==> config.mk <==
export PLATFORM = sky130hd
export DESIGN_NAME = conveyor_fault_handler_fsm
export DESIGN_NICKNAME = d
export VERILOG_FILES = /design/src/design/cfh_pkg.sv /design/src/design/cfh_ctrl.sv /design/src/design/conveyor_fault_handler_fsm.sv
export VERILOG_INCLUDE_DIRS = /design/src /design/src/design
export SDC_FILE = /design/constraint.sdc
export NUM_CORES = 1
export LEC_CHECK = 0
export ABC_AREA = 1
export BUFFER_PORTS_ARGS = -buffer_cell sky130_fd_sc_hd__buf_4
export CAP_MARGIN = 40
export CORE_AREA = 8 8 53 88
export DETAILED_ROUTE_END_ITERATION = 7
export DIE_AREA = 0 0 61 96
export GPL_TIMING_DRIVEN = 0
export PLACE_DENSITY = 0.89
export SKIP_LAST_GASP = 1
export SYNTH_ARGS = -nofsm -noshare
export SYNTH_HDL_FRONTEND = slang
export SYNTH_SLANG_ARGS = --single-unit
==> constraint.sdc <==
create_clock -name aclk -period 4.9 [get_ports aclk]
set_input_delay 0.245 -clock aclk [delete_from_list [all_inputs] [get_ports aclk]]
set_output_delay 0.245 -clock aclk [all_outputs]
set_load 0.005 [all_outputs]
==> src/design/conveyor_fault_handler_fsm_assert.svh <==
// Assertion macros shared by the conveyor fault handler modules.
`ifndef CONVEYOR_FAULT_HANDLER_FSM_ASSERT_SVH
`define CONVEYOR_FAULT_HANDLER_FSM_ASSERT_SVH

`ifndef ASSERT_OFF

// Clocked property that is not checked while reset is asserted.
`define CFH_ASSERT(lbl, clk, rst_n, prop) \
    lbl: assert property (@(posedge clk) disable iff (!rst_n) (prop)) \
        else $error("cfh assertion failed");

// Clocked property that is checked in every cycle, reset included.
`define CFH_ASSERT_ALWAYS(lbl, clk, prop) \
    lbl: assert property (@(posedge clk) (prop)) \
        else $error("cfh assertion failed");

`else

`define CFH_ASSERT(lbl, clk, rst_n, prop)
`define CFH_ASSERT_ALWAYS(lbl, clk, prop)

`endif

`endif

==> src/design/cfh_pkg.sv <==
package cfh_pkg;

    typedef enum logic [3:0] {
        M_IDLE      = 4'd0,
        M_SLIDE     = 4'd1,
        M_SLIDE_ACK = 4'd2,
        M_TURN      = 4'd3,
        M_ERR       = 4'd4,
        M_ERR_ACK   = 4'd5,
        M_BAND2     = 4'd6,
        M_BAND2_ACK = 4'd7,
        M_ESTOP     = 4'd8,
        M_ESTOP_ACK = 4'd9,
        M_STOP      = 4'd10
    } mode_t;

    typedef enum logic [3:0] {
        EV_NONE         = 4'd0,
        EV_SER_ESTOP    = 4'd1,
        EV_ESTOP        = 4'd2,
        EV_ESTOP_REL    = 4'd3,
        EV_STOP         = 4'd4,
        EV_START        = 4'd5,
        EV_RESET        = 4'd6,
        EV_SLIDE_CLEAR  = 4'd7,
        EV_END_OPEN     = 4'd8,
        EV_START_SENSOR = 4'd9,
        EV_F_SLIDE      = 4'd10,
        EV_F_TURN       = 4'd11,
        EV_F_ERR        = 4'd12,
        EV_F_BAND2      = 4'd13
    } ev_code_t;

    typedef enum logic [2:0] {
        LIGHT_NONE   = 3'd0,
        LIGHT_FAULT  = 3'd1,
        LIGHT_ACK    = 3'd2,
        LIGHT_GONE   = 3'd3,
        LIGHT_TURN   = 3'd4,
        LIGHT_NORMAL = 3'd5,
        LIGHT_HALT   = 3'd6
    } light_t;

    typedef enum logic [1:0] {
        NOTICE_NONE  = 2'd0,
        NOTICE_SET   = 2'd1,
        NOTICE_CLEAR = 2'd2
    } notice_t;

    localparam logic [1:0] SRC_IRQ  = 2'd0;
    localparam logic [1:0] SRC_ITEM = 2'd1;

    localparam int S_DATA_W = 8;
    localparam int M_DATA_W = 16;

    // One event as it enters the controller; the code is still the raw value.
    typedef struct packed {
        logic [1:0] event_source;
        logic [3:0] event_code;
        logic       drive_stopped;
    } evt_t;

    typedef struct packed {
        logic    motor_hold;
        logic    motor_release;
        logic    motor_restore_stop;
        logic    gate_close;
        light_t  light_cmd;
        logic    fault_solved_reply;
        notice_t estop_notice;
        logic    item_reset;
        logic    revoke_drive_right;
        mode_t   mode_now;
    } res_t;

endpackage

==> src/design/cfh_ctrl.sv <==
`include "conveyor_fault_handler_fsm_assert.svh"

module cfh_ctrl (
    input  logic          aclk,
    input  logic          aresetn,
    input  logic          step_en,
    input  cfh_pkg::evt_t evt,
    output cfh_pkg::res_t res
);
    import cfh_pkg::*;

    mode_t mode_reg, mode_next;
    mode_t saved_mode_reg, saved_mode_next;
    logic  estop_latched_reg, estop_latched_next;
    logic  stop_latched_reg, stop_latched_next;
    logic  drive_was_stopped_reg, drive_was_stopped_next;
    logic  start_sensor_seen_reg, start_sensor_seen_next;

    mode_t    mode_mid;
    ev_code_t code;
    logic     irq;

    always_ff @(posedge aclk) begin
        if (!aresetn) begin
            mode_reg              <= M_IDLE;
            saved_mode_reg        <= M_IDLE;
            estop_latched_reg     <= 1'b0;
            stop_latched_reg      <= 1'b0;
            drive_was_stopped_reg <= 1'b0;
            start_sensor_seen_reg <= 1'b0;
        end else if (step_en) begin
            mode_reg              <= mode_next;
            saved_mode_reg        <= saved_mode_next;
            estop_latched_reg     <= estop_latched_next;
            stop_latched_reg      <= stop_latched_next;
            drive_was_stopped_reg <= drive_was_stopped_next;
            start_sensor_seen_reg <= start_sensor_seen_next;
        end
    end

    always_comb begin
        // Codes above the last item fault mean no event.
        code = (evt.event_code > EV_F_BAND2) ? EV_NONE : ev_code_t'(evt.event_code);
        irq  = (evt.event_source == SRC_IRQ);

        saved_mode_next        = saved_mode_reg;
        estop_latched_next     = estop_latched_reg;
        stop_latched_next      = stop_latched_reg;
        drive_was_stopped_next = drive_was_stopped_reg;
        start_sensor_seen_next = start_sensor_seen_reg;
        mode_mid               = mode_reg;

        res = '0;
        res.light_cmd    = LIGHT_NONE;
        res.estop_notice = NOTICE_NONE;

        // Emergency stop and stop take priority over the mode handler.
        if ((code == EV_SER_ESTOP || code == EV_ESTOP) && !estop_latched_reg) begin
            estop_latched_next = 1'b1;
            res.estop_notice   = NOTICE_SET;
            mode_mid           = M_ESTOP;
        end else if (code == EV_STOP && !stop_latched_reg) begin
            stop_latched_next      = 1'b1;
            drive_was_stopped_next = evt.drive_stopped;
            saved_mode_next        = mode_reg;
            mode_mid               = M_STOP;
        end

        mode_next = mode_mid;

        unique case (mode_mid)
            M_IDLE: begin
                if (evt.event_source == SRC_ITEM) begin
                    case (code)
                        EV_F_SLIDE: begin
                            res.motor_hold = 1'b1;
                            res.light_cmd  = LIGHT_FAULT;
                            mode_next      = M_SLIDE;
                        end
                        EV_F_TURN: begin
                            res.motor_hold = 1'b1;
                            res.light_cmd  = LIGHT_TURN;
                            mode_next      = M_TURN;
                        end
                        EV_F_ERR: begin
                            res.motor_hold = 1'b1;
                            res.light_cmd  = LIGHT_FAULT;
                            mode_next      = M_ERR;
                        end
                        EV_F_BAND2: begin
                            res.motor_hold = 1'b1;
                            res.light_cmd  = LIGHT_FAULT;
                            mode_next      = M_BAND2;
                        end
                        default: begin
                        end
                    endcase
                end
            end
            M_SLIDE: begin
                res.motor_hold = 1'b1;
                res.light_cmd  = LIGHT_FAULT;
                if (irq && code == EV_SLIDE_CLEAR) begin
                    res.light_cmd = LIGHT_GONE;
                end else if (irq && code == EV_RESET) begin
                    res.light_cmd = LIGHT_ACK;
                    mode_next     = M_SLIDE_ACK;
                end
            end
            M_TURN: begin
                res.motor_hold = 1'b1;
                res.light_cmd  = LIGHT_TURN;
                if (irq && code == EV_END_OPEN) begin
                    res.light_cmd          = LIGHT_NORMAL;
                    res.fault_solved_reply = 1'b1;
                    res.motor_release      = 1'b1;
                    mode_next              = M_IDLE;
                end
            end
            M_ERR, M_BAND2: begin
                res.motor_hold = 1'b1;
                res.light_cmd  = LIGHT_FAULT;
                if (irq && code == EV_RESET) begin
                    res.light_cmd = LIGHT_ACK;
                    mode_next     = (mode_mid == M_ERR) ? M_ERR_ACK : M_BAND2_ACK;
                end
            end
            M_SLIDE_ACK, M_ERR_ACK: begin
                if (irq && code == EV_START) begin
                    res.light_cmd          = LIGHT_NORMAL;
                    res.fault_solved_reply = 1'b1;
                    res.motor_release      = 1'b1;
                    mode_next              = M_IDLE;
                end
            end
            M_BAND2_ACK: begin
                // Restart needs the start sensor to have opened first.
                if (irq && code == EV_START_SENSOR) begin
                    start_sensor_seen_next = 1'b1;
                end else if (irq && code == EV_START && start_sensor_seen_reg) begin
                    start_sensor_seen_next = 1'b0;
                    res.light_cmd          = LIGHT_NORMAL;
                    res.fault_solved_reply = 1'b1;
                    res.motor_release      = 1'b1;
                    mode_next              = M_IDLE;
                end
            end
            M_ESTOP: begin
                res.motor_hold = 1'b1;
                res.light_cmd  = LIGHT_FAULT;
                res.gate_close = 1'b1;
                if (irq && code == EV_ESTOP_REL && estop_latched_next) begin
                    res.light_cmd = LIGHT_ACK;
                    mode_next     = M_ESTOP_ACK;
                end
            end
            M_ESTOP_ACK: begin
                if (irq && code == EV_RESET) begin
                    estop_latched_next     = 1'b0;
                    res.item_reset         = 1'b1;
                    res.light_cmd          = LIGHT_NORMAL;
                    res.motor_release      = 1'b1;
                    res.revoke_drive_right = 1'b1;
                    res.estop_notice       = NOTICE_CLEAR;
                    mode_next              = M_IDLE;
                end
            end
            M_STOP: begin
                res.motor_hold = 1'b1;
                res.light_cmd  = LIGHT_HALT;
                if (irq && code == EV_START) begin
                    stop_latched_next      = 1'b0;
                    res.light_cmd          = LIGHT_NORMAL;
                    res.motor_release      = 1'b1;
                    res.motor_restore_stop = drive_was_stopped_next;
                    mode_next              = saved_mode_next;
                end
            end
            default: begin
                mode_next = M_IDLE;
            end
        endcase

        res.mode_now = mode_next;
    end

    `CFH_ASSERT(a_estop_modes_latched, aclk, aresetn, (mode_reg == M_ESTOP || mode_reg == M_ESTOP_ACK) |-> estop_latched_reg)
    `CFH_ASSERT(a_stop_mode_latched, aclk, aresetn, (mode_reg == M_STOP) |-> stop_latched_reg)
    `CFH_ASSERT(a_item_reset_clears, aclk, aresetn, (step_en && res.item_reset) |=> (mode_reg == M_IDLE && !estop_latched_reg))
    `CFH_ASSERT(a_restore_leaves_stop, aclk, aresetn, (step_en && res.motor_restore_stop) |=> !stop_latched_reg)

endmodule

==> src/design/conveyor_fault_handler_fsm.sv <==
// Conveyor fault and emergency-stop controller. Each input transaction carries one
// event (source, event code, drive-stopped flag) and produces exactly one result
// transaction with the action strobes, the light command and the new mode. The block
// takes one transaction per clock cycle unless the output stalls; an accepted event
// is held in the input register and its result in the result register, with the
// combinational next-state decision of the mode controller in between. Events are
// handled strictly in order, and either side may stall without loss.
`include "conveyor_fault_handler_fsm_assert.svh"

module conveyor_fault_handler_fsm (
    input  logic                          aclk,
    input  logic                          aresetn,
    input  logic                          s_tvalid,
    output logic                          s_tready,
    // [1:0] event_source, [5:2] event_code, [6] drive_stopped, [7] zero
    input  logic [cfh_pkg::S_DATA_W-1:0]  s_tdata,
    output logic                          m_tvalid,
    input  logic                          m_tready,
    // [0] motor_hold, [1] motor_release, [2] motor_restore_stop, [3] gate_close,
    // [6:4] light_cmd, [7] fault_solved_reply, [9:8] estop_notice, [10] item_reset,
    // [11] revoke_drive_right, [15:12] mode_now
    output logic [cfh_pkg::M_DATA_W-1:0]  m_tdata
);
    import cfh_pkg::*;

    logic                in_valid_reg, in_valid_next;
    evt_t                in_evt_reg, in_evt_next;
    logic                out_valid_reg, out_valid_next;
    logic [M_DATA_W-1:0] out_data_reg, out_data_next;

    logic advance;
    res_t res;

    cfh_ctrl u_ctrl (
        .aclk    (aclk),
        .aresetn (aresetn),
        .step_en (advance),
        .evt     (in_evt_reg),
        .res     (res)
    );

    // The held event moves on when the result register is free or being emptied.
    assign advance  = in_valid_reg && (!out_valid_reg || m_tready);
    assign s_tready = !in_valid_reg || advance;

    always_comb begin
        in_valid_next = in_valid_reg;
        in_evt_next   = in_evt_reg;
        if (s_tvalid && s_tready) begin
            in_valid_next            = 1'b1;
            in_evt_next.event_source = s_tdata[1:0];
            in_evt_next.event_code   = s_tdata[5:2];
            in_evt_next.drive_stopped = s_tdata[6];
        end else if (advance) begin
            in_valid_next = 1'b0;
        end

        out_valid_next = out_valid_reg;
        out_data_next  = out_data_reg;
        if (advance) begin
            out_valid_next = 1'b1;
            out_data_next  = {res.mode_now, res.revoke_drive_right, res.item_reset,
                              res.estop_notice, res.fault_solved_reply, res.light_cmd,
                              res.gate_close, res.motor_restore_stop, res.motor_release,
                              res.motor_hold};
        end else if (m_tready) begin
            out_valid_next = 1'b0;
        end
    end

    always_ff @(posedge aclk) begin
        if (!aresetn) begin
            in_valid_reg  <= 1'b0;
            out_valid_reg <= 1'b0;
        end else begin
            in_valid_reg  <= in_valid_next;
            out_valid_reg <= out_valid_next;
        end
    end

    always_ff @(posedge aclk) begin
        in_evt_reg   <= in_evt_next;
        out_data_reg <= out_data_next;
    end

    assign m_tvalid = out_valid_reg;
    assign m_tdata  = out_data_reg;

    `CFH_ASSERT(a_advance_fills_output, aclk, aresetn, advance |=> out_valid_reg)
    `CFH_ASSERT(a_stall_keeps_event, aclk, aresetn, (in_valid_reg && !advance) |=> (in_valid_reg && $stable(in_evt_reg)))
    `CFH_ASSERT_ALWAYS(a_reset_empties, aclk, !aresetn |=> (!in_valid_reg && !out_valid_reg))

endmodule
==> results.md <==
Logic synthesis:
- Counting distinct cell types in the post-synthesis netlist gives 30.
- The cell type contributing the most total cell area after synthesis is sky130_fd_sc_hd__edfxtp_1.
- The multiplexer fraction of the synthesized cell area is 0.487%.
- The cell count after synthesis came out at 262.
- After synthesis, the largest family of logic cells by area is simple AND/OR/NAND/NOR gates.
- Summing the areas of all compound-gate instances in the mapped netlist gives 9.98% of the synthesized area.
- The share of the synthesized area in the top cell type is 30.7%.
- Of the total synthesized cell area, the portion taken by AND, OR, NAND and NOR gates is 33.3%.
- The net count after synthesis is 274.
- The predominant post-synthesis flop cell is sky130_fd_sc_hd__edfxtp_1.
- The synthesized design contains 21 enable-type register cells.
- After synthesis, the share of flip-flops with an asynchronous set or reset is 0%.
- Of the total synthesized cell area, the portion taken by full adders, half adders and majority gates is 0%.
- After synthesis the netlist holds a flip-flop and latch count of 35.
- In the post-synthesis netlist, the biggest area contributors are sky130_fd_sc_hd__edfxtp_1 31%, sky130_fd_sc_hd__dfxtp_1 14%, sky130_fd_sc_hd__nand2_1 9.1%, sky130_fd_sc_hd__nand3_1 7.3%, sky130_fd_sc_hd__inv_1 6.0%.
- The xor and xnor area share after synthesis is 0%.
- The cell area after technology mapping is 2060 µm².
- Dividing the synthesized area by the synthesized cell count gives 7.85 µm².
- Sequential elements use 44.3% of the synthesized area.
- For this run, the number of Yosys warnings is 0.

Global routing:
- The busiest metal layer after global routing is met2.
- Across every metal layer, demand over resource in global routing totals 18.9%.
- The largest net degree at the start of global routing is 24.
- The initial antenna violation count is 0.
- The first global-routing pass estimated 8140 µm of wire.
- Global routing used 4.28% of the available met3 tracks.
- The residual overflow from global routing is 0.
- Global routing used 17.7% of the available met1 tracks.
- The fraction of met2 tracks used by global routing is 33.0%.
- The number of global-route vias before repair came to 1862.

Floorplan:
- The die footprint is 5860 µm².
- The floorplan step set the die width to 61 µm.
- The top-level I/O count is 30.
- Once the floorplan was initialized, standard cells occupied 58.4% of the core.
- The die is 96 µm tall.
- After floorplanning, the core was divided into 29 placement rows.
- The core region is 3520 µm².

Layout:
- Leaving out fill and tap cells, the most frequent cells in the layout are 50 x sky130_fd_sc_hd__nand2_1, 33 x sky130_fd_sc_hd__inv_1, 32 x sky130_fd_sc_hd__buf_4.
- Of the cells placed in the final design, the portion with a size suffix greater than 1 is 25.5%.
- The layout-stage area growth over the synthesis result is 17.9%.
- The diode insertion count for antenna repair is 0.
- The most common cell after layout, fill and taps aside is sky130_fd_sc_hd__nand2_1.
- The number of flip-flops in the largest register is 14.
- After the last flow step, the layout net total stands at 309.

Worst hold path:
- The worst hold path startpoint is s_tdata[3].
- The tightest min-delay check is of the primary input to flop type.

Setup path:
- Following the worst setup path forward leads to its endpoint at m_tdata[14]$_DFFE_PP_.
- The data required time at the worst endpoint is 4940 ps.
- The type of destination of the critical path is a flop.
- The depth of the most critical reg-to-reg path is 10.
- The type of origin of the critical path is a flop.
- The cell family with the largest share of critical-path delay is simple AND/OR/NAND/NOR gates.
- The largest single stage delay on the critical path is 380 ps.
- The critical path buffer and inverter count is 3.
- The worst path arrival time is 2220 ps.
- The slowest stage of the critical path belongs to the cell sky130_fd_sc_hd__edfxtp_1.
- The top fanout value on the critical path is 10.
- The most critical setup path has its startpoint at in_evt_reg[2]$_DFFE_PP_.
- In this run the critical register-to-register path is captured at m_tdata[14]$_DFFE_PP_.
- Across all register-to-register paths, the minimum setup slack is 2720 ps.
- In this run the critical register-to-register path is launched from in_evt_reg[2]$_DFFE_PP_.
- Walking the worst path, the cells encountered are buf_6, nor2_1, nand4_2, buf_6, nand2_2, o21ai_1, nand4_1, nand3_1, nor2_1, inv_1.
- The number of stages on the worst setup path is 10.
- The critical path class is flop to flop.

CTS:
- Buffers inserted during clock tree synthesis total 5.
- The total clock sinks is 35.
- The later pin in the worst-skew pair is clocked with a latency of 290 ps.
- The count of buffers added by post-CTS timing repair for setup is 0.
- The clock-pin slew of the registers on the worst-case setup and hold paths is 70 ps.
- The H-tree was split into 2 levels.
- The post-cts hold buffer count is 0.
- The post-cts resize count is 0.
- TritonCTS built the clock tree.
- The clock root buffer is sky130_fd_sc_hd__clkbuf_8.
- In this run the deepest clock path goes through 2 buffers.

Route:
- The count of vias placed by the detailed router is 1905.
- The routed wirelength normalized by instance count is 14.0 µm.
- Once detail routing completed, the nets flagged for antenna violations numbered 0.
- Dividing the detail-routed via count by the number of cells gives 5.54.
- The final layout contains routed wiring with a total length of 4810 µm.
- In the routed design, unresolved DRC markers number 0.
- For this block, the initial DRC count from the detailed router was 82.
- The first TritonRoute pass finished after 4 iterations.

STA:
- The count of pins over their slew limit was 0.
- The period utilization is 44.6%.
- Timing would allow up to 458 MHz.
- The accumulated negative setup slack is 0 ps.
- Across all setup checks in the final design, the least slack found is 2720 ps.
- The final number of setup-violating endpoints is 0.
- Across the routed clock network, the largest skew measured is 6.06 ps.
- The worst max-slew margin expressed relative to the limit is 66.0%.
- Across all hold checks on the routed design, the worst slack comes to 132 ps.
- The hold violation count in the final report is 0.
- Setup repair after global routing left no endpoint under its margin.
- For the pin with the worst max-slew slack, the measured transition is 507 ps.
- The worst path in the final design needs a cycle of 2180 ps, including I/O delays and setup.

Power and ir drop:
- IR analysis of the VDD net gives a maximum drop of 0.292 mV.
- The static power due to leakage is 1.17 nW.
- Dividing total power by cell area gives a power density of 288 nW/µm².

Placement:
- At the end of routability-driven placement, the weighted congestion stood at 1.03.
- Input and output buffers added on the ports amount to 28.
- Detailed placement ended at an HPWL of 3640 µm.
- The setup slack after placement is 2830 ps.

Flow run:
- The number of max-capacitance violations reported is 0.

Run status:
- The run finished with clean final reports.
==> worst reg2reg max path, stage by stage (launching register included) <==
cell	delay, ps
sky130_fd_sc_hd__edfxtp_1	380
sky130_fd_sc_hd__buf_6	150
sky130_fd_sc_hd__nor2_1	120
sky130_fd_sc_hd__nand4_2	190
sky130_fd_sc_hd__buf_6	210
sky130_fd_sc_hd__nand2_2	130
sky130_fd_sc_hd__o21ai_1	220
sky130_fd_sc_hd__nand4_1	130
sky130_fd_sc_hd__nand3_1	70
sky130_fd_sc_hd__nor2_1	240
sky130_fd_sc_hd__inv_1	80
==> area by class of cell <==
| cell class | count | area [µm²] |
|---|---|---|
| Clock buffer | 8 | 100 |
| Sequential cell | 35 | 911 |
| Inverter | 41 | 154 |
| Multi-Input combinational cell | 176 | 901 |
| Tap cell | 46 | 57.6 |
| Fill cell | 298 | 1090 |
| Buffer | 10 | 91.3 |
| Timing Repair Buffer | 28 | 210 |
==> report_power, final <==
part	switching [W]	leakage (nW)	internal [W]	total [W]
Combinational	0.0000818	0.801	0.0000495	0.000131
Sequential	0.00000812	0.319	0.000333	0.000341
Clock	0.0000994	0.0515	0.000128	0.000228
Total	0.000189	1.17	0.000510	0.000700
==> worst min-delay path by stage <==
| stage | endpoint | depth (start not counted) |
|---|---|---|
| floorplan | u_ctrl.estop_latched_reg$_SDFFE_PN0P_ | 2 |
| global placement | in_evt_reg[6]$_DFFE_PP_ | 1 |
| detailed placement | in_evt_reg[2]$_DFFE_PP_ | 1 |
| CTS | in_evt_reg[0]$_DFFE_PP_ | 1 |
| global route | in_evt_reg[0]$_DFFE_PP_ | 1 |
| finish | in_evt_reg[2]$_DFFE_PP_ | 1 |
==> routing by layer <==
layer	up-vias	share of wire, %
met5	-	0
met4	0	7.1
met3	27	5.7
li1	933	-
met1	859	35
met2	86	52
==> logic make-up after synthesis <==
family / after synthesis
AND/OR/NAND/NOR: 139
buffers and inverters: 51
AO/OA/AOI/OAI: 36
flip-flops: 35
multiplexers: 1
==> synthesized netlist by cell type (5+ instances only) <==
master                     count
sky130_fd_sc_hd__dfxtp_1      14
sky130_fd_sc_hd__nand3_1      30
sky130_fd_sc_hd__o21ai_0      15
sky130_fd_sc_hd__a21oi_1      10
sky130_fd_sc_hd__inv_1        33
sky130_fd_sc_hd__nand2_1      50
sky130_fd_sc_hd__nor2_2        6
sky130_fd_sc_hd__nor2_1       25
sky130_fd_sc_hd__edfxtp_1     21
sky130_fd_sc_hd__nand2_2       8
sky130_fd_sc_hd__nand4_1       7
sky130_fd_sc_hd__inv_2         7
sky130_fd_sc_hd__buf_6         5
==> per-stage QoR <==
stage                     total power [W]  instance area [µm²]  utilization (%)  cells
after global routing             0.000732                 2420             68.9    344
after floorplan                  0.000434                 2060                -    262
after CTS                        0.000702                 2420             68.9    344
final                            0.000700                 2420             68.9    344
after detailed placement         0.000475                 2320             66.1    336
after global placement           0.000473                 2320             66.1    336
No activity file was read; power rests on OpenSTA's default activity.
